<file path="config.mk">
export PLATFORM = sky130hd
export DESIGN_NAME = aligned_ring_allocator_flat
export DESIGN_NICKNAME = d
export VERILOG_FILES = /design/src/hdl/ara_pkg.sv /design/src/hdl/ara_req_if.sv /design/src/hdl/ara_rsp_if.sv /design/src/hdl/aligned_ring_allocator.sv /design/src/flat_wrapper.sv
export SDC_FILE = /design/constraint.sdc
export NUM_CORES = 1
export LEC_CHECK = 0
export BUFFER_PORTS_ARGS = -buffer_cell sky130_fd_sc_hd__buf_2
export CAP_MARGIN = 40
export CORE_UTILIZATION = 45
export DETAILED_ROUTE_END_ITERATION = 6
export GPL_ROUTABILITY_DRIVEN = 0
export SLEW_MARGIN = 20
export SYNTH_ARGS = -nofsm -noshare
export SYNTH_HDL_FRONTEND = slang
export SYNTH_SLANG_ARGS = --single-unit
</file>
<file path="constraint.sdc">
create_clock -name clk -period 13.6 [get_ports clk]
set_input_delay 2.72 -clock clk [delete_from_list [all_inputs] [get_ports clk]]
set_output_delay 2.72 -clock clk [all_outputs]
set_load 0.01 [all_outputs]
</file>
<file path="src/hdl/ara_pkg.sv">
// ----------------------------------------------------------------------------
// ara_pkg
// Shared types and constants of the aligned staging-ring allocator.
// ----------------------------------------------------------------------------
`default_nettype none

package ara_pkg;

  // Field widths of the request and result items.
  localparam int unsigned SIZE_W  = 25;
  localparam int unsigned ALIGN_W = 4;

  // Configuration port geometry.
  localparam int unsigned APB_DATA_W = 32;
  localparam int unsigned APB_ADDR_W = 3;

  // Register index of the ring size register.
  localparam int unsigned REG_RING_SIZE = 0;

  // Request codes carried in the mode field.
  typedef enum logic {
    MODE_ALLOC = 1'b0,
    MODE_RESET = 1'b1
  } mode_t;

endpackage

`default_nettype wire

</file>
<file path="src/hdl/ara_req_if.sv">
// ----------------------------------------------------------------------------
// ara_req_if
// Request channel of the allocator: valid/ready handshake and request fields.
// ----------------------------------------------------------------------------
`default_nettype none

interface ara_req_if;

  logic                          valid;
  logic                          ready;
  logic                          mode;
  logic [ara_pkg::SIZE_W-1:0]    alloc_size;
  logic [ara_pkg::ALIGN_W-1:0]   align_log2;

  modport source (output valid, mode, alloc_size, align_log2, input ready);
  modport sink   (input valid, mode, alloc_size, align_log2, output ready);

endinterface

`default_nettype wire

</file>
<file path="src/hdl/ara_rsp_if.sv">
// ----------------------------------------------------------------------------
// ara_rsp_if
// Result channel of the allocator: valid/ready handshake and result fields.
// ----------------------------------------------------------------------------
`default_nettype none

interface ara_rsp_if;

  logic                        valid;
  logic                        ready;
  logic                        granted;
  logic [ara_pkg::SIZE_W-1:0]  region_offset;
  logic                        wrapped;
  logic                        defragmented;
  logic                        frag_critical;
  logic                        memory_pressure;
  logic [ara_pkg::SIZE_W-1:0]  free_after;

  modport source (output valid, granted, region_offset, wrapped, defragmented,
                  frag_critical, memory_pressure, free_after, input ready);
  modport sink   (input valid, granted, region_offset, wrapped, defragmented,
                  frag_critical, memory_pressure, free_after, output ready);

endinterface

`default_nettype wire

</file>
<file path="src/hdl/aligned_ring_allocator.sv">
// ----------------------------------------------------------------------------
// aligned_ring_allocator
// Bump allocator over a staging ring with power-of-two alignment and wrap.
// ----------------------------------------------------------------------------
// Each request item is either an allocation (size and log2 alignment) or a
// ring reset. An item is captured in an input register, and in the cycle it
// moves to the result register the offset, waste and counter state is updated
// in one pass, so the block takes one item per clock while the result side is
// not stalled. A result is registered when its item moves on from the input
// register, and it can be taken once the result side is ready. The rate is
// set by the update loop on the ring offset, the wasted-byte total and the
// request and failure counters. A stalled result holds in the result register
// while the input register still takes one more item. The ring size register
// (byte address 0) may only be written while no item is in flight; the usable
// size is the smaller of that register and MAX_RING_BYTES. There is no clearing
// pass after reset.
// ----------------------------------------------------------------------------
`default_nettype none

module aligned_ring_allocator (
  input  wire logic                               clk,
  input  wire logic                               rst,
  ara_req_if.sink                                 req,
  ara_rsp_if.source                               rsp,
  input  wire logic                               psel,
  input  wire logic                               penable,
  input  wire logic                               pwrite,
  input  wire logic [ara_pkg::APB_ADDR_W-1:0]     paddr,
  input  wire logic [ara_pkg::APB_DATA_W-1:0]     pwdata,
  output logic      [ara_pkg::APB_DATA_W-1:0]     prdata,
  output logic                                    pready
);

  localparam int unsigned SizeW  = ara_pkg::SIZE_W;
  localparam int unsigned WasteW = 40;
  localparam int unsigned CntW   = 32;
  localparam int unsigned AlignSpanW = 16;
  localparam int unsigned MAX_RING_BYTES = 16777216;
  localparam logic [SizeW-1:0] RingReset = SizeW'(1048576);

  // Saturating helpers for the waste total and the event counters.
  function automatic logic [WasteW-1:0] sat_add_waste(input logic [WasteW-1:0] a,
                                                     input logic [SizeW-1:0]  b);
    logic [WasteW:0] s;
    s = (WasteW+1)'(a) + (WasteW+1)'(b);
    return s[WasteW] ? {WasteW{1'b1}} : s[WasteW-1:0];
  endfunction

  function automatic logic [CntW-1:0] sat_inc(input logic [CntW-1:0] c);
    return (&c) ? c : c + CntW'(1);
  endfunction

  // Waste is critical when twice the wasted bytes exceed a nonzero ring size.
  function automatic logic waste_crit(input logic [WasteW-1:0] w,
                                      input logic [SizeW-1:0]  r);
    return (r != '0) && ({w, 1'b0} > (WasteW+1)'(r));
  endfunction

  // --------------------------------------------------------------------------
  // Configuration port. Index bits above the word offset select the register.
  // --------------------------------------------------------------------------
  logic [SizeW-1:0] ring_size;
  logic             cfg_hit;

  assign pready  = 1'b1;
  assign cfg_hit = (paddr[ara_pkg::APB_ADDR_W-1:2] == 1'(ara_pkg::REG_RING_SIZE));
  assign prdata  = cfg_hit ? ara_pkg::APB_DATA_W'(ring_size) : '0;

  // --------------------------------------------------------------------------
  // Pipeline control: input register feeds the result register, which may
  // stall. Allocator state advances only when an item moves forward.
  // --------------------------------------------------------------------------
  logic                 s1_valid;
  logic                 s1_mode;
  logic [SizeW-1:0]     s1_size;
  logic [3:0]           s1_lg;
  logic                 out_valid;
  logic                 advance;

  assign advance   = s1_valid && (!out_valid || rsp.ready);
  assign req.ready = !s1_valid || advance;

  // Allocator state.
  logic [SizeW-1:0]  next_offset;
  logic [WasteW-1:0] wasted_total;
  logic [CntW-1:0]   request_count;
  logic [CntW-1:0]   failure_count;

  // --------------------------------------------------------------------------
  // Allocation datapath.
  // --------------------------------------------------------------------------
  logic [SizeW-1:0]      ring_eff;
  logic [AlignSpanW-1:0] align_mask;
  logic [SizeW:0]        aligned;
  logic [SizeW+1:0]      end1;
  logic                  fit1;
  logic                  fit2;
  logic [AlignSpanW-1:0] pad;
  logic [SizeW-1:0]      tail;
  logic [WasteW-1:0]     waste_pad;
  logic [WasteW-1:0]     waste_tail;

  // Usable ring size is the register clamped to the maximum supported ring.
  assign ring_eff = (31'(ring_size) > 31'(MAX_RING_BYTES)) ?
                    SizeW'(MAX_RING_BYTES) : ring_size;

  assign align_mask = AlignSpanW'((AlignSpanW'(1) << s1_lg) - AlignSpanW'(1));
  assign aligned    = ((SizeW+1)'(next_offset) + (SizeW+1)'(align_mask)) &
                      ~((SizeW+1)'(align_mask));
  assign end1       = (SizeW+2)'(aligned) + (SizeW+2)'(s1_size);
  assign fit1       = end1 <= (SizeW+2)'(ring_eff);
  assign fit2       = s1_size <= ring_eff;
  assign pad        = AlignSpanW'(aligned - (SizeW+1)'(next_offset));
  // If the ring shrank below the current offset, the tail counted is zero.
  assign tail       = (ring_eff > next_offset) ? ring_eff - next_offset : '0;
  assign waste_pad  = sat_add_waste(wasted_total, SizeW'(pad));
  assign waste_tail = sat_add_waste(wasted_total, tail);

  logic [SizeW-1:0]  offset_next;
  logic [WasteW-1:0] waste_next;
  logic [CntW-1:0]   req_cnt_next;
  logic [CntW-1:0]   fail_cnt_next;
  logic              granted_next;
  logic [SizeW-1:0]  region_next;
  logic              wrapped_next;
  logic              defrag_next;
  logic              crit_next;
  logic              press_next;
  logic [SizeW-1:0]  free_next;

  always_comb begin
    offset_next   = next_offset;
    waste_next    = wasted_total;
    req_cnt_next  = request_count;
    fail_cnt_next = failure_count;
    granted_next  = 1'b0;
    region_next   = '0;
    wrapped_next  = 1'b0;
    defrag_next   = 1'b0;
    if (s1_mode == ara_pkg::MODE_RESET) begin
      offset_next = '0;
      waste_next  = '0;
    end else begin
      req_cnt_next = sat_inc(request_count);
      if (fit1) begin
        // Fits after rounding up: alignment padding counts as waste.
        granted_next = 1'b1;
        region_next  = aligned[SizeW-1:0];
        offset_next  = end1[SizeW-1:0];
        waste_next   = waste_pad;
      end else begin
        // Wrap to the start of the ring and give up the tail.
        wrapped_next = 1'b1;
        offset_next  = '0;
        if (fit2) begin
          granted_next = 1'b1;
          offset_next  = s1_size;
          waste_next   = waste_tail;
        end else if (waste_crit(waste_tail, ring_eff)) begin
          // The ring is cleared and the request retried from offset zero.
          // The retry wraps again, wastes the whole ring and fails too.
          defrag_next   = 1'b1;
          waste_next    = WasteW'(ring_eff);
          fail_cnt_next = sat_inc(sat_inc(failure_count));
        end else begin
          waste_next    = waste_tail;
          fail_cnt_next = sat_inc(failure_count);
        end
      end
    end
    crit_next  = waste_crit(waste_next, ring_eff);
    press_next = (req_cnt_next != '0) &&
                 (((CntW+4)'(fail_cnt_next) * (CntW+4)'(10) > (CntW+4)'(req_cnt_next)) ||
                  crit_next);
    free_next  = (ring_eff > offset_next) ? ring_eff - offset_next : '0;
  end

  // --------------------------------------------------------------------------
  // Registers.
  // --------------------------------------------------------------------------
  always_ff @(posedge clk) begin
    if (rst) begin
      ring_size     <= RingReset;
      s1_valid      <= 1'b0;
      out_valid     <= 1'b0;
      next_offset   <= '0;
      wasted_total  <= '0;
      request_count <= '0;
      failure_count <= '0;
    end else begin
      if (psel && penable && pwrite && cfg_hit) begin
        ring_size <= pwdata[SizeW-1:0];
      end
      if (req.ready) begin
        s1_valid <= req.valid;
      end
      if (advance) begin
        out_valid     <= 1'b1;
        next_offset   <= offset_next;
        wasted_total  <= waste_next;
        request_count <= req_cnt_next;
        failure_count <= fail_cnt_next;
      end else if (rsp.ready) begin
        out_valid <= 1'b0;
      end
    end
  end

  logic             out_granted;
  logic [SizeW-1:0] out_region;
  logic             out_wrapped;
  logic             out_defrag;
  logic             out_crit;
  logic             out_press;
  logic [SizeW-1:0] out_free;

  always_ff @(posedge clk) begin
    if (req.valid && req.ready) begin
      s1_mode <= req.mode;
      s1_size <= req.alloc_size;
      s1_lg   <= req.align_log2;
    end
    if (advance) begin
      out_granted <= granted_next;
      out_region  <= region_next;
      out_wrapped <= wrapped_next;
      out_defrag  <= defrag_next;
      out_crit    <= crit_next;
      out_press   <= press_next;
      out_free    <= free_next;
    end
  end

  assign rsp.valid           = out_valid;
  assign rsp.granted         = out_granted;
  assign rsp.region_offset   = out_region;
  assign rsp.wrapped         = out_wrapped;
  assign rsp.defragmented    = out_defrag;
  assign rsp.frag_critical   = out_crit;
  assign rsp.memory_pressure = out_press;
  assign rsp.free_after      = out_free;

endmodule

`default_nettype wire

</file>
<file path="src/flat_wrapper.sv">
// flat-port wrapper written by rule: the top's interface ports become plain ports
module aligned_ring_allocator_flat 
  (clk, rst, psel, penable, pwrite, paddr, pwdata, prdata, pready, req_valid, req_mode, req_alloc_size, req_align_log2, req_ready, rsp_valid, rsp_granted, rsp_region_offset, rsp_wrapped, rsp_defragmented, rsp_frag_critical, rsp_memory_pressure, rsp_free_after, rsp_ready);
  ara_req_if req_i ();
  ara_rsp_if rsp_i ();
  input  wire logic clk;
  input  wire logic rst;
  input  wire logic psel;
  input  wire logic penable;
  input  wire logic pwrite;
  input  wire logic [ara_pkg::APB_ADDR_W-1:0] paddr;
  input  wire logic [ara_pkg::APB_DATA_W-1:0] pwdata;
  output logic      [ara_pkg::APB_DATA_W-1:0] prdata;
  output logic pready;
  input wire logic [$bits(req_i.valid)-1:0] req_valid;
  input wire logic [$bits(req_i.mode)-1:0] req_mode;
  input wire logic [$bits(req_i.alloc_size)-1:0] req_alloc_size;
  input wire logic [$bits(req_i.align_log2)-1:0] req_align_log2;
  output wire logic [$bits(req_i.ready)-1:0] req_ready;
  output wire logic [$bits(rsp_i.valid)-1:0] rsp_valid;
  output wire logic [$bits(rsp_i.granted)-1:0] rsp_granted;
  output wire logic [$bits(rsp_i.region_offset)-1:0] rsp_region_offset;
  output wire logic [$bits(rsp_i.wrapped)-1:0] rsp_wrapped;
  output wire logic [$bits(rsp_i.defragmented)-1:0] rsp_defragmented;
  output wire logic [$bits(rsp_i.frag_critical)-1:0] rsp_frag_critical;
  output wire logic [$bits(rsp_i.memory_pressure)-1:0] rsp_memory_pressure;
  output wire logic [$bits(rsp_i.free_after)-1:0] rsp_free_after;
  input wire logic [$bits(rsp_i.ready)-1:0] rsp_ready;
  assign req_i.valid = req_valid;
  assign req_i.mode = req_mode;
  assign req_i.alloc_size = req_alloc_size;
  assign req_i.align_log2 = req_align_log2;
  assign req_ready = req_i.ready;
  assign rsp_valid = rsp_i.valid;
  assign rsp_granted = rsp_i.granted;
  assign rsp_region_offset = rsp_i.region_offset;
  assign rsp_wrapped = rsp_i.wrapped;
  assign rsp_defragmented = rsp_i.defragmented;
  assign rsp_frag_critical = rsp_i.frag_critical;
  assign rsp_memory_pressure = rsp_i.memory_pressure;
  assign rsp_free_after = rsp_i.free_after;
  assign rsp_i.ready = rsp_ready;
  aligned_ring_allocator u_core (.clk(clk), .rst(rst), .req(req_i), .rsp(rsp_i), .psel(psel), .penable(penable), .pwrite(pwrite), .paddr(paddr), .pwdata(pwdata), .prdata(prdata), .pready(pready));
endmodule
</file>
== Word-level counts from Yosys, hierarchy flattened ==
Index checks and enable logic that the tools add are counted.
W data, S select, Z words.

* Bitwise gates (word level): 4
* Mux-type cells: 26
* Reductions and logical operators: 21
* Add/sub/neg operators: 11
* $mul: 1
* Shift-type cells: 1
* $lt $le $gt $ge: 8

{| class="wikitable"
|+ Operators with widths
! operator !! number
|-
| $mux W32 || 8
|-
| $mux W40 || 6
|-
| $mux W25 || 6
|-
| $add A32 B1 Y32 const B || 3
|-
| $reduce_and A32 Y1 || 3
|-
| $gt A41 B25 Y1 || 2
|-
| $gt A25 B25 Y1 || 2
|-
| $sub A25 B25 Y25 || 2
|-
| $add A40 B16 Y41 || 1
|-
| $add A40 B25 Y41 || 1
|-
| $gt A36 B32 Y1 || 1
|-
| $mul A32 B3 Y35 const B || 1
|-
| $reduce_bool A32 Y1 || 1
|-
| $add A26 B25 Y27 || 1
|-
| $le A27 B25 Y1 || 1
|-
| $add A25 B16 Y26 || 1
|-
| $and A26 B26 Y26 || 1
|-
| $not A16 Y26 || 1
|-
| $gt A25 B25 Y1 const B || 1
|-
| $le A25 B25 Y1 || 1
|-
| $reduce_bool A25 Y1 || 1
|-
| $shl A1 B4 Y16 const A || 1
|-
| $sub A16 B16 Y16 || 1
|-
| $sub A16 B2 Y16 const B || 1
|-
| other kinds (8) || 24
|}

* Bits in registers: 241
* Output and inout bits: 90

== Longest topological paths before layout ==
Gate-level depths: netlist of run 1.

* Word-level depth: 16
* Depth in mapped cells: 69
* Gate-level depth less buffers: 68

== Worst setup path before layout of run 1 ==
OpenSTA, ideal clock, no wires.

* Path type: register -> register
* Start point: register u_core.ring_size[18]
* End point: register u_core.out_press, in the netlist u_core.rsp.memory_pressure, data pin
* Path slack: -0.489 ns
* Arrival time: 13.817 ns
* Cell stages (with the launch flop): 66
* Buffers on the path: 4
* Required time: 13.328 ns
* Clock period less this slack: 14.089 ns
* Cells stage by stage: dfxtp_1 -> nor4_1 -> nand4_1 -> o21ai_1 -> clkbuf_1 -> nand2_1 -> inv_1 -> ha_1 -> nor2b_1 -> o21ai_0 -> a21oi_1 -> o21ai_0 -> a21boi_0 -> o2111ai_1 -> a31oi_1 -> a2111oi_0 -> o21a_1 -> a21oi_1 -> [30 not listed] -> a41o_1 -> o22ai_1 -> o21ai_0 -> o31a_1 -> a211oi_1 -> xnor2_1 -> ha_1 -> and4_1 -> nand2_1 -> or3_1 -> or2_2 -> or3_1 -> nor2_1 -> nand3_1 -> a21oi_1 -> o311ai_0 -> a211oi_1 -> a21oi_1

* Cells in the longest elaborated chain, start to end: 16
* Elaborated cells between the ends (all ways): 26

{| class="wikitable"
|+ RTL lines
! element !! line !! source
|-
| start, declared || aligned_ring_allocator.sv:62 || <nowiki>logic [SizeW-1:0] ring_size;</nowiki>
|-
| start signal, assigned || aligned_ring_allocator.sv:183 || <nowiki>ring_size <= RingReset;</nowiki>
|-
| start signal, assigned || aligned_ring_allocator.sv:192 || <nowiki>ring_size <= pwdata[SizeW-1:0];</nowiki>
|-
| $gt A25 B25 Y1 || aligned_ring_allocator.sv:104 || <nowiki>assign ring_eff = (31'(ring_size) > 31'(MAX_RING_BYTES)) ?</nowiki>
|-
| $mux W25 (*) || aligned_ring_allocator.sv:104 ||
|-
| $sub A25 B25 Y25 / $gt A25 B25 Y1 (equally long branches) || aligned_ring_allocator.sv:115 || <nowiki>assign tail = (ring_eff > next_offset) ? ring_eff - next_offset : '0;</nowiki>
|-
| $mux W25 || aligned_ring_allocator.sv:115 ||
|-
| $add A40 B25 Y41 || aligned_ring_allocator.sv:45 || <nowiki>s = (WasteW+1)'(a) + (WasteW+1)'(b);</nowiki>
|-
| $mux W40 || aligned_ring_allocator.sv:46 || <nowiki>return s[WasteW] ? {WasteW{1'b1}} : s[WasteW-1:0];</nowiki>
|-
| $gt A41 B25 Y1 || aligned_ring_allocator.sv:56 || <nowiki>return (r != '0) && ({w, 1'b0} > (WasteW+1)'(r));</nowiki>
|-
| $logic_and A1 B1 Y1 || aligned_ring_allocator.sv:56 ||
|-
| [2 not listed] || n/a ||
|-
| $mux W32 (*) || aligned_ring_allocator.sv:145 || <nowiki>if (fit1) begin</nowiki>
|-
| $mux W32 (*) || aligned_ring_allocator.sv:140 || <nowiki>if (s1_mode == ara_pkg::MODE_RESET) begin</nowiki>
|-
| named net u_core.fail_cnt_next[5] || aligned_ring_allocator.sv:122 || <nowiki>logic [CntW-1:0] fail_cnt_next;</nowiki>
|-
| $mul A32 B3 Y35 (*) || aligned_ring_allocator.sv:173 || <nowiki>(((CntW+4)'(fail_cnt_next) * (CntW+4)'(10) > (CntW+4)'(req_cnt_next)) ||</nowiki>
|-
| $gt A36 B32 Y1 (*) || aligned_ring_allocator.sv:173 ||
|-
| $logic_or A1 B1 Y1 (*) || aligned_ring_allocator.sv:173 ||
|-
| $logic_and A1 B1 Y1 (*) || aligned_ring_allocator.sv:172 || <nowiki>press_next = (req_cnt_next != '0) &&</nowiki>
|-
| named net u_core.press_next || aligned_ring_allocator.sv:128 || <nowiki>logic press_next;</nowiki>
|-
| end signal, assigned || aligned_ring_allocator.sv:229 || <nowiki>out_press <= press_next;</nowiki>
|-
| end, declared || aligned_ring_allocator.sv:214 || <nowiki>logic out_press;</nowiki>
|}

Mark *: on every way through the listed nets, which the timed path passes. The rest lies on a longest branch.
A chain may end at the register's enable or synchronous reset.

== Final worst setup path of run 1 ==
Same ends and word-level chain as after synthesis.

==> results of run 1 <==
-- Yosys cell counts, drive strengths merged (68+ instances only) --
library cell	count
a21o	116
clkbuf	112
dfxtp	156
xnor2	165
inv	137
ha	328
a211oi	68
xor2	108
a21oi	265
nand2	317
nor3	80
nand3	109
edfxtp	85
o21ai	200
nor2	307
-- metal layers --
layer | vias up | global-route usage | wire length [um] | part of all wire
li1 | 13500 | - | - | -
met1 | 13400 | 0.403 | 41000 | 0.42
met2 | 1210 | 0.509 | 44000 | 0.45
met3 | 310 | 0.0610 | 7900 | 0.080
met4 | 0 | 0.169 | 5640 | 0.057
met5 | - | 0 | 0 | 0
-- cell families (layout without fill, tap and decap cells) --
kind of cell,count (synthesis),count (layout),synth area share
buffers and inverters,290,873,0.0445
flip-flops,241,241,0.215
AO/OA/AOI/OAI,981,981,0.243
other,2,10,0.000285
multiplexers,54,54,0.0213
AND/OR/NAND/NOR,1197,1197,0.223
XOR/XNOR,273,273,0.0907
adder cells (fa/ha/maj),335,335,0.161
-- critical path: cells and delay by family, from the launching register on --
kind / cells / cell delay [ps]
AOI/OAI and AO/OA: 33 / 6170
and+or+nand+nor: 19 / 3650
adders and majority gates: 6 / 1650
buffers and inverters: 8 / 1190
DFF: 1 / 330
xor gates and xnor gates: 2 / 240
-- timing repair --
action | 4_1_cts | 5_1_grt
gates resized for setup | 80 | 174
pin swaps | 41 | 99
setup endpoints to repair | 1 | 1
gates cloned | 1 | 2
setup buffers | 20 | 22
endpoints found under the hold margin | 0 | 0
-- registers in the layout (all words and copies together), names as in the netlist --
signal and count:
u_core.s1_lg 4, u_core.rsp.defragmented 1, u_core.s1_size 25, u_core.rsp.granted 1, u_core.rsp.region_offset 25, u_core.rsp.valid 1
u_core.wasted_total 40, u_core.s1_valid 1, u_core.request_count 32, u_core.rsp.memory_pressure 1, u_core.s1_mode 1, u_core.rsp.wrapped 1
u_core.next_offset 25, u_core.rsp.free_after 25, u_core.rsp.frag_critical 1, u_core.failure_count 32, u_core.ring_size 25
-- worst paths after layout --
path | startpoint | endpoint | slack (ps) | cells past startpoint
worst min-delay path | u_core.wasted_total[9]$_SDFFE_PP0P_ | u_core.wasted_total[9]$_SDFFE_PP0P_ | 530 | 2
worst max-delay path | u_core.ring_size[18]$_SDFFE_PP0P_ | u_core.rsp.memory_pressure$_DFFE_PP_ | 80 | 68
worst min register to register | u_core.wasted_total[9]$_SDFFE_PP0P_ | u_core.wasted_total[9]$_SDFFE_PP0P_ | 530 | 2
worst max register to register | u_core.ring_size[18]$_SDFFE_PP0P_ | u_core.rsp.memory_pressure$_DFFE_PP_ | 80 | 68
-- power breakdown --
group	internal [mW]	total (mW)	switching, mW	leakage, nW
Clock	0.555	0.918	0.363	0.539
Sequential	0.810	0.847	0.0376	2.09
Combinational	0.882	2.07	1.19	12.7
-- area by class of cell --
class                      count  area [um2]  share of cell area
tap                          765         957              0.0282
clock inverter                15         186             0.00550
antenna                        1        2.50           0.0000738
timing repair buffer         672        4880               0.144
multi-input combinational   2849       20800               0.612
clock buffer                  46         927              0.0273
inverter                     140         531              0.0156
sequential                   241        5680               0.167
==> metrics.md, run 1 <==
| Metric | Value |
|---|---|
| Post-synth top area cell | ha_1 |
| Power Density | 113 mW/mm2 |
| NumNets Final | 4345 |
| Hold-fix buffers, CTS | 0 |
| Antenna Nets Post-Route | 0 |
| Crit. End Element | flip-flop |
| Hold WC Path Type | flip-flop to flip-flop |
| Fin crit period | 13520 ps |
| Final WL | 98500 um |
| Post-synthesis async set-or-reset flop share | 0 |
| Most used DFF post-synth | dfxtp_1 |
| DRC | 0 |
| Vias in the first global route | 27200 |
| CP Data Arrival Time | 13810 ps |
| Unique masters post-synth | 101 |
| Dpl hpwl | 77500 um |
| Initial DRC Count | 2262 |
| Post-Place Cells | 4621 |
| CTS clk-pin slew, worst paths | 60 ps |
| Die Y-Extent | 244 um |
| Post-synth EDFFs | 85 |
| Initial Util | 0.456 |
| Final Cycle Share | 0.994 |
| Syn Std Cell Area | 0.0264 mm2 |
| Clock Sinks | 241 |
| All-Layer GR Usage | 0.318 |
| Area post-placement | 0.0311 mm2 |
| Worst clock skew | 25.8 ps |
| Maximum vdd drop | 0.102 mV |
| P_leak | 15.3 nW |
| Die X | 244 um |
| Number of CTS-inserted buffers | 34 |
| Slew HR | 0.460 |
| Grt total ovfl | 0 |
| Final Util | 0.587 |
| Final hold slack | 528 ps |
| Commonest non-fill, non-tap cell in the layout | buf_4 |
| Synth warn | 0 |
| Clock root buffer | clkbuf_16 |
| Global-route wire length before repair | 151000 um |
| Max_cap viols | 0 |
| Most frequent cells in the layout | 503 x buf_4, 298 x nor2_1, 295 x ha_1 |
| Routed vias/inst | 6.02 |
| Highest cell delay on the worst timing path | 370 ps |
| Final instance area | 0.0339 mm2 |
| CORE AREA | 0.0578 mm2 |
| #FFs+latches synth | 241 |
| Area Overhead vs Synth | 28.7% |
| Syn avg cell area | 7.81 um2 |
| Layout cells sized above 1 | 0.251 |
| RSZ-0062 raised after global routing | yes |
| Status | complete, no violations |
| Share of the synthesized area in the top cell type | 0.156 |
| 1st-pass router iterations | 6 |
| Crit path kind | flip-flop to flip-flop |
| Worst setup margin | 75.7 ps |
| Worst skew pair latency | 570 ps |
| TNS Setup | 0 ps |
| Initial antenna violation count | 1 |
| Crit-path max FO | 7 |
| Fill count | 5160 |
| Setup Viol. Count Final | 0 |
| Final Max Slew Viols | 0 |
| Req. time, crit path | 13890 ps |
| Std-Cell Rows | 88 |
| DR WL/cell | 20.8 um |
| I/O pin count | 162 |
| Sequential cell area fraction in the yosys report | 0.215 |
| Slowest cell on the critical path | a2111oi_4 |
| Number of buffers added on ports | 144 |
| Slew @ Worst Pin | 801 ps |
| Synth top area cells | ha_1 16%, dfxtp_1 12%, edfxtp_1 9.7% |
| Worst slack, placed | -1350 ps |
| DR vias | 28400 |
| H-tree depth | 2 |
| Total power | 3.84 mW |
| CTS tree | yes |
| Fmax achieved | 73.9 MHz |
| Die ar. | 0.0595 mm2 |
| Critical Path Start Type | flip-flop |
| Largest net degree at the start of global routing | 90 |
| Gate Count Post-Synth | 3373 |
| Clock buffer depth | 3 |
| Final hold viol count | 0 |
| Final Non-Filler Cells | 4729 |
(Power assumes the default switching activity.)
==> run 2: changes to the inputs <==
--- a/config.mk
+++ b/config.mk
@@ -5,10 +5,11 @@
 export SDC_FILE = /design/constraint.sdc
 export NUM_CORES = 1
 export LEC_CHECK = 0
-export BUFFER_PORTS_ARGS = -buffer_cell sky130_fd_sc_hd__buf_2
+export ABC_AREA = 1
 export CAP_MARGIN = 40
 export CORE_UTILIZATION = 45
 export DETAILED_ROUTE_END_ITERATION = 6
+export DONT_BUFFER_PORTS = 1
 export GPL_ROUTABILITY_DRIVEN = 0
 export SLEW_MARGIN = 20
 export SYNTH_ARGS = -nofsm -noshare
==> run 2 against run 1 <==
The flow now finishes with violations (DRC). Core utilization fell by 8.9 points. Global-route usage fell by 1.5 points. Cell area fell by 11%. Worst setup slack better by 920 ps. Clock skew grew 25 ps. Worst hold slack got worse by 7.8 ps. Register-to-register slack improved by 920 ps. Critical path type unchanged. Highest routed layer is now met5.
==> metrics.md, run 2 <==
| Metric | Value |
|---|---|
| CTS tree | yes |
| #FFs+latches synth | 241 |
| Biggest regs | u_core.wasted_total (40), u_core.failure_count (32), u_core.request_count (32) |
| Grt total ovfl | 0 |
| P_leak | 15.0 nW |
| Syn avg cell area | 6.42 um2 |
| 1st-pass router iterations | 7 |
| CP Data Arrival Time | 12950 ps |
| Die X | 250 um |
| Fmax achieved | 79.3 MHz |
| RR Startpoint | u_core.ring_size[12]$_SDFFE_PP0P_ |
| Initial Util | 0.456 |
| Number of buffers added on ports | 0 |
| Global-route wire length before repair | 149000 um |
| Fill count | 6385 |
| Final Non-Filler Cells | 5131 |
| Worst slack, placed | 299 ps |
| Crit. End Element | flip-flop |
| Hold WC Path Type | flip-flop to flip-flop |
| Synth top area cells | ha_1 15%, nand2_1 12%, dfxtp_1 11% |
| Worst setup margin | 995 ps |
| H-tree depth | 1 |
| Clock buffer depth | 3 |
| Maximum vdd drop | 0.0975 mV |
| Final Cycle Share | 0.927 |
| Crit-path max FO | 22 |
| Slew @ Worst Pin | 976 ps |
| Die ar. | 0.0624 mm2 |
| Routed vias/inst | 5.54 |
| Max_cap viols | 0 |
| NumNets Final | 4731 |
| DR vias | 28400 |
| Failing checks | DRC |
| Post-synthesis async set-or-reset flop share | 0 |
| Initial DRC Count | 2919 |
| Slowest cell on the critical path | ha_1 |
| Critical Path Start Type | flip-flop |
| Power Density | 130 mW/mm2 |
| Slew HR | 0.348 |
| Post-synth top area cell | ha_1 |
| R2R depth | 90 |
| Layout cells sized above 1 | 0.0545 |
| Top reg by flops | u_core.wasted_total |
| Initial antenna violation count | 3 |
| Post-synth EDFFs | 85 |
| Gate Count Post-Synth | 4307 |
| Synth warn | 0 |
| Die Y-Extent | 250 um |
| DR WL/cell | 18.9 um |
| Cell mode on critical path | nand2_1 |
| Worst skew pair latency | 640 ps |
| Max reg flops | 40 |
| I/O pin count | 162 |
| Crit path kind | flip-flop to flip-flop |
| Clock Sinks | 241 |
| WHS Endpoint | u_core.ring_size[5]$_SDFFE_PP0P_ |
| Most numerous cell in the Yosys netlist | nand2_1 |
| Final WL | 97000 um |
| ANT cells | 0 |
| Unique masters post-synth | 58 |
| Share of the synthesized area in the top cell type | 0.148 |
| Worst clock skew | 50.4 ps |
| Status | finished with violations |
| Sequential cell area fraction in the yosys report | 0.205 |
| Highest cell delay on the worst timing path | 360 ps |
| DRC | 1 |
| CTS clk-pin slew, worst paths | 60 ps |
| Most frequent cells in the layout | 891 x nand2_1, 653 x inv_1, 509 x nor2_1 |
| Syn Std Cell Area | 0.0277 mm2 |
| All-Layer GR Usage | 0.304 |
| Final hold viol count | 0 |
| Worst hold path stage count | 2 |
| Fin crit period | 12600 ps |
| Flop2flop setup slack | 1000 ps |
| Std-Cell Rows | 90 |
| Final Max Slew Viols | 0 |
| Hold-fix buffers, CTS | 0 |
| Vias in the first global route | 25700 |
| Req. time, crit path | 13940 ps |
| Post-Place Cells | 5067 |
| Setup Viol. Count Final | 0 |
| Commonest non-fill, non-tap cell in the layout | nand2_1 |
| Critical R2R Capture | u_core.rsp.memory_pressure$_DFFE_PP_ |
| Number of CTS-inserted buffers | 31 |
| Largest net degree at the start of global routing | 150 |
| Clock root buffer | clkbuf_16 |
| Area Overhead vs Synth | 9.09% |
| Antenna Nets Post-Route | 0 |
| CORE AREA | 0.0606 mm2 |
| Dpl hpwl | 78500 um |
| Min-delay src | u_core.ring_size[5]$_SDFFE_PP0P_ |
| Most used DFF post-synth | dfxtp_1 |
| Synth cell count leaders | 893 x nand2_1, 654 x inv_1, 510 x nor2_1 |
-- run 2: changes by cell type after synthesis, moves of 59 or more --
| cell | delta |
|---|---|
| nand2_1 | +578 |
| inv_1 | +517 |
| nor2_1 | +204 |
| a21oi_1 | +113 |
| a21o_1 | -106 |
| xnor2_1 | -100 |
| o21ai_0 | +82 |
| nand3_1 | +72 |
| a211oi_1 | -59 |
| nor2b_1 | -59 |
| xor2_1 | +59 |
-- run 2: per-stage QoR --
| step | setup TNS, ps | util | instance area (um2) | hold slack (ps) | power, mW |
|---|---|---|---|---|---|
| floorplan | 0 | - | 27700 | 464 | 2.34 |
| finish | 0 | 0.498 | 30200 | 520 | 3.93 |
| global route | -53.4 | 0.498 | 30200 | 537 | 4.22 |
| CTS | 0 | 0.495 | 30000 | 520 | 3.87 |
| detailed placement | 0 | 0.476 | 28800 | 509 | 2.91 |
| global placement | 0 | 0.474 | 28700 | 501 | 2.89 |
-- run 2: worst max-delay path: cells and delay by family, from the launching register on --
| family | cells | cell delay [ps] |
|---|---|---|
| AND/OR/NAND/NOR | 52 | 5500 |
| AO/OA/AOI/OAI | 18 | 2850 |
| adder cells (fa/ha/maj) | 6 | 1870 |
| buffers and inverters | 13 | 1550 |
| flip-flops | 1 | 290 |
| XOR/XNOR | 1 | 180 |
-- run 2: layer usage --
metal  part of all wire  GRT usage
met1               0.48      0.459
met3              0.096     0.0502
met5            0.00019          0
met4              0.020     0.0619
met2               0.40      0.445
-- run 2: how the worst max path moves through the flow --
stage                                      start                                   end  slack, ps  cells past startpoint
2_1_floorplan   u_core.ring_size[2]$_SDFFE_PP0P_  u_core.rsp.memory_pressure$_DFFE_PP_       2390                     87
3_3_place_gp    u_core.ring_size[2]$_SDFFE_PP0P_  u_core.rsp.memory_pressure$_DFFE_PP_        360                     88
3_5_place_dp    u_core.ring_size[2]$_SDFFE_PP0P_  u_core.rsp.memory_pressure$_DFFE_PP_        300                     88
4_1_cts         u_core.ring_size[2]$_SDFFE_PP0P_  u_core.rsp.memory_pressure$_DFFE_PP_        190                     88
5_1_grt        u_core.ring_size[12]$_SDFFE_PP0P_  u_core.rsp.memory_pressure$_DFFE_PP_        -50                     92
6_report       u_core.ring_size[12]$_SDFFE_PP0P_  u_core.rsp.memory_pressure$_DFFE_PP_       1000                     90
-- run 2: cell families after synthesis --
logic type / synth area share
and+or+nand+nor: 0.280
AOI/OAI and AO/OA: 0.177
buffers and inverters: 0.110
adders and majority gates: 0.153
DFF: 0.205
xor gates and xnor gates: 0.0735
other: 0.000272
-- run 2: layout make-up --
class                      count  area, um2  area share
clock buffer                  34        807      0.0268
clock inverter                24        359      0.0119
inverter                     671       2530      0.0837
multi-input combinational   3294      19100       0.633
sequential                   241       5680       0.188
tap                          782        978      0.0324
timing repair buffer          85        737      0.0244
-- run 2: report_power, final --
group | total [mW] | leakage, nW | internal (mW) | switching (mW)
clock network | 0.955 | 0.550 | 0.569 | 0.386
registers | 0.884 | 2.11 | 0.821 | 0.0632
logic | 2.09 | 12.4 | 0.715 | 1.37
total | 3.93 | 15.0 | 2.11 | 1.82
-- run 2: what timing repair did --
action,in CTS,in global routing
gates resized for setup,0,35
setup endpoints to repair,0,1
setup buffers,0,4
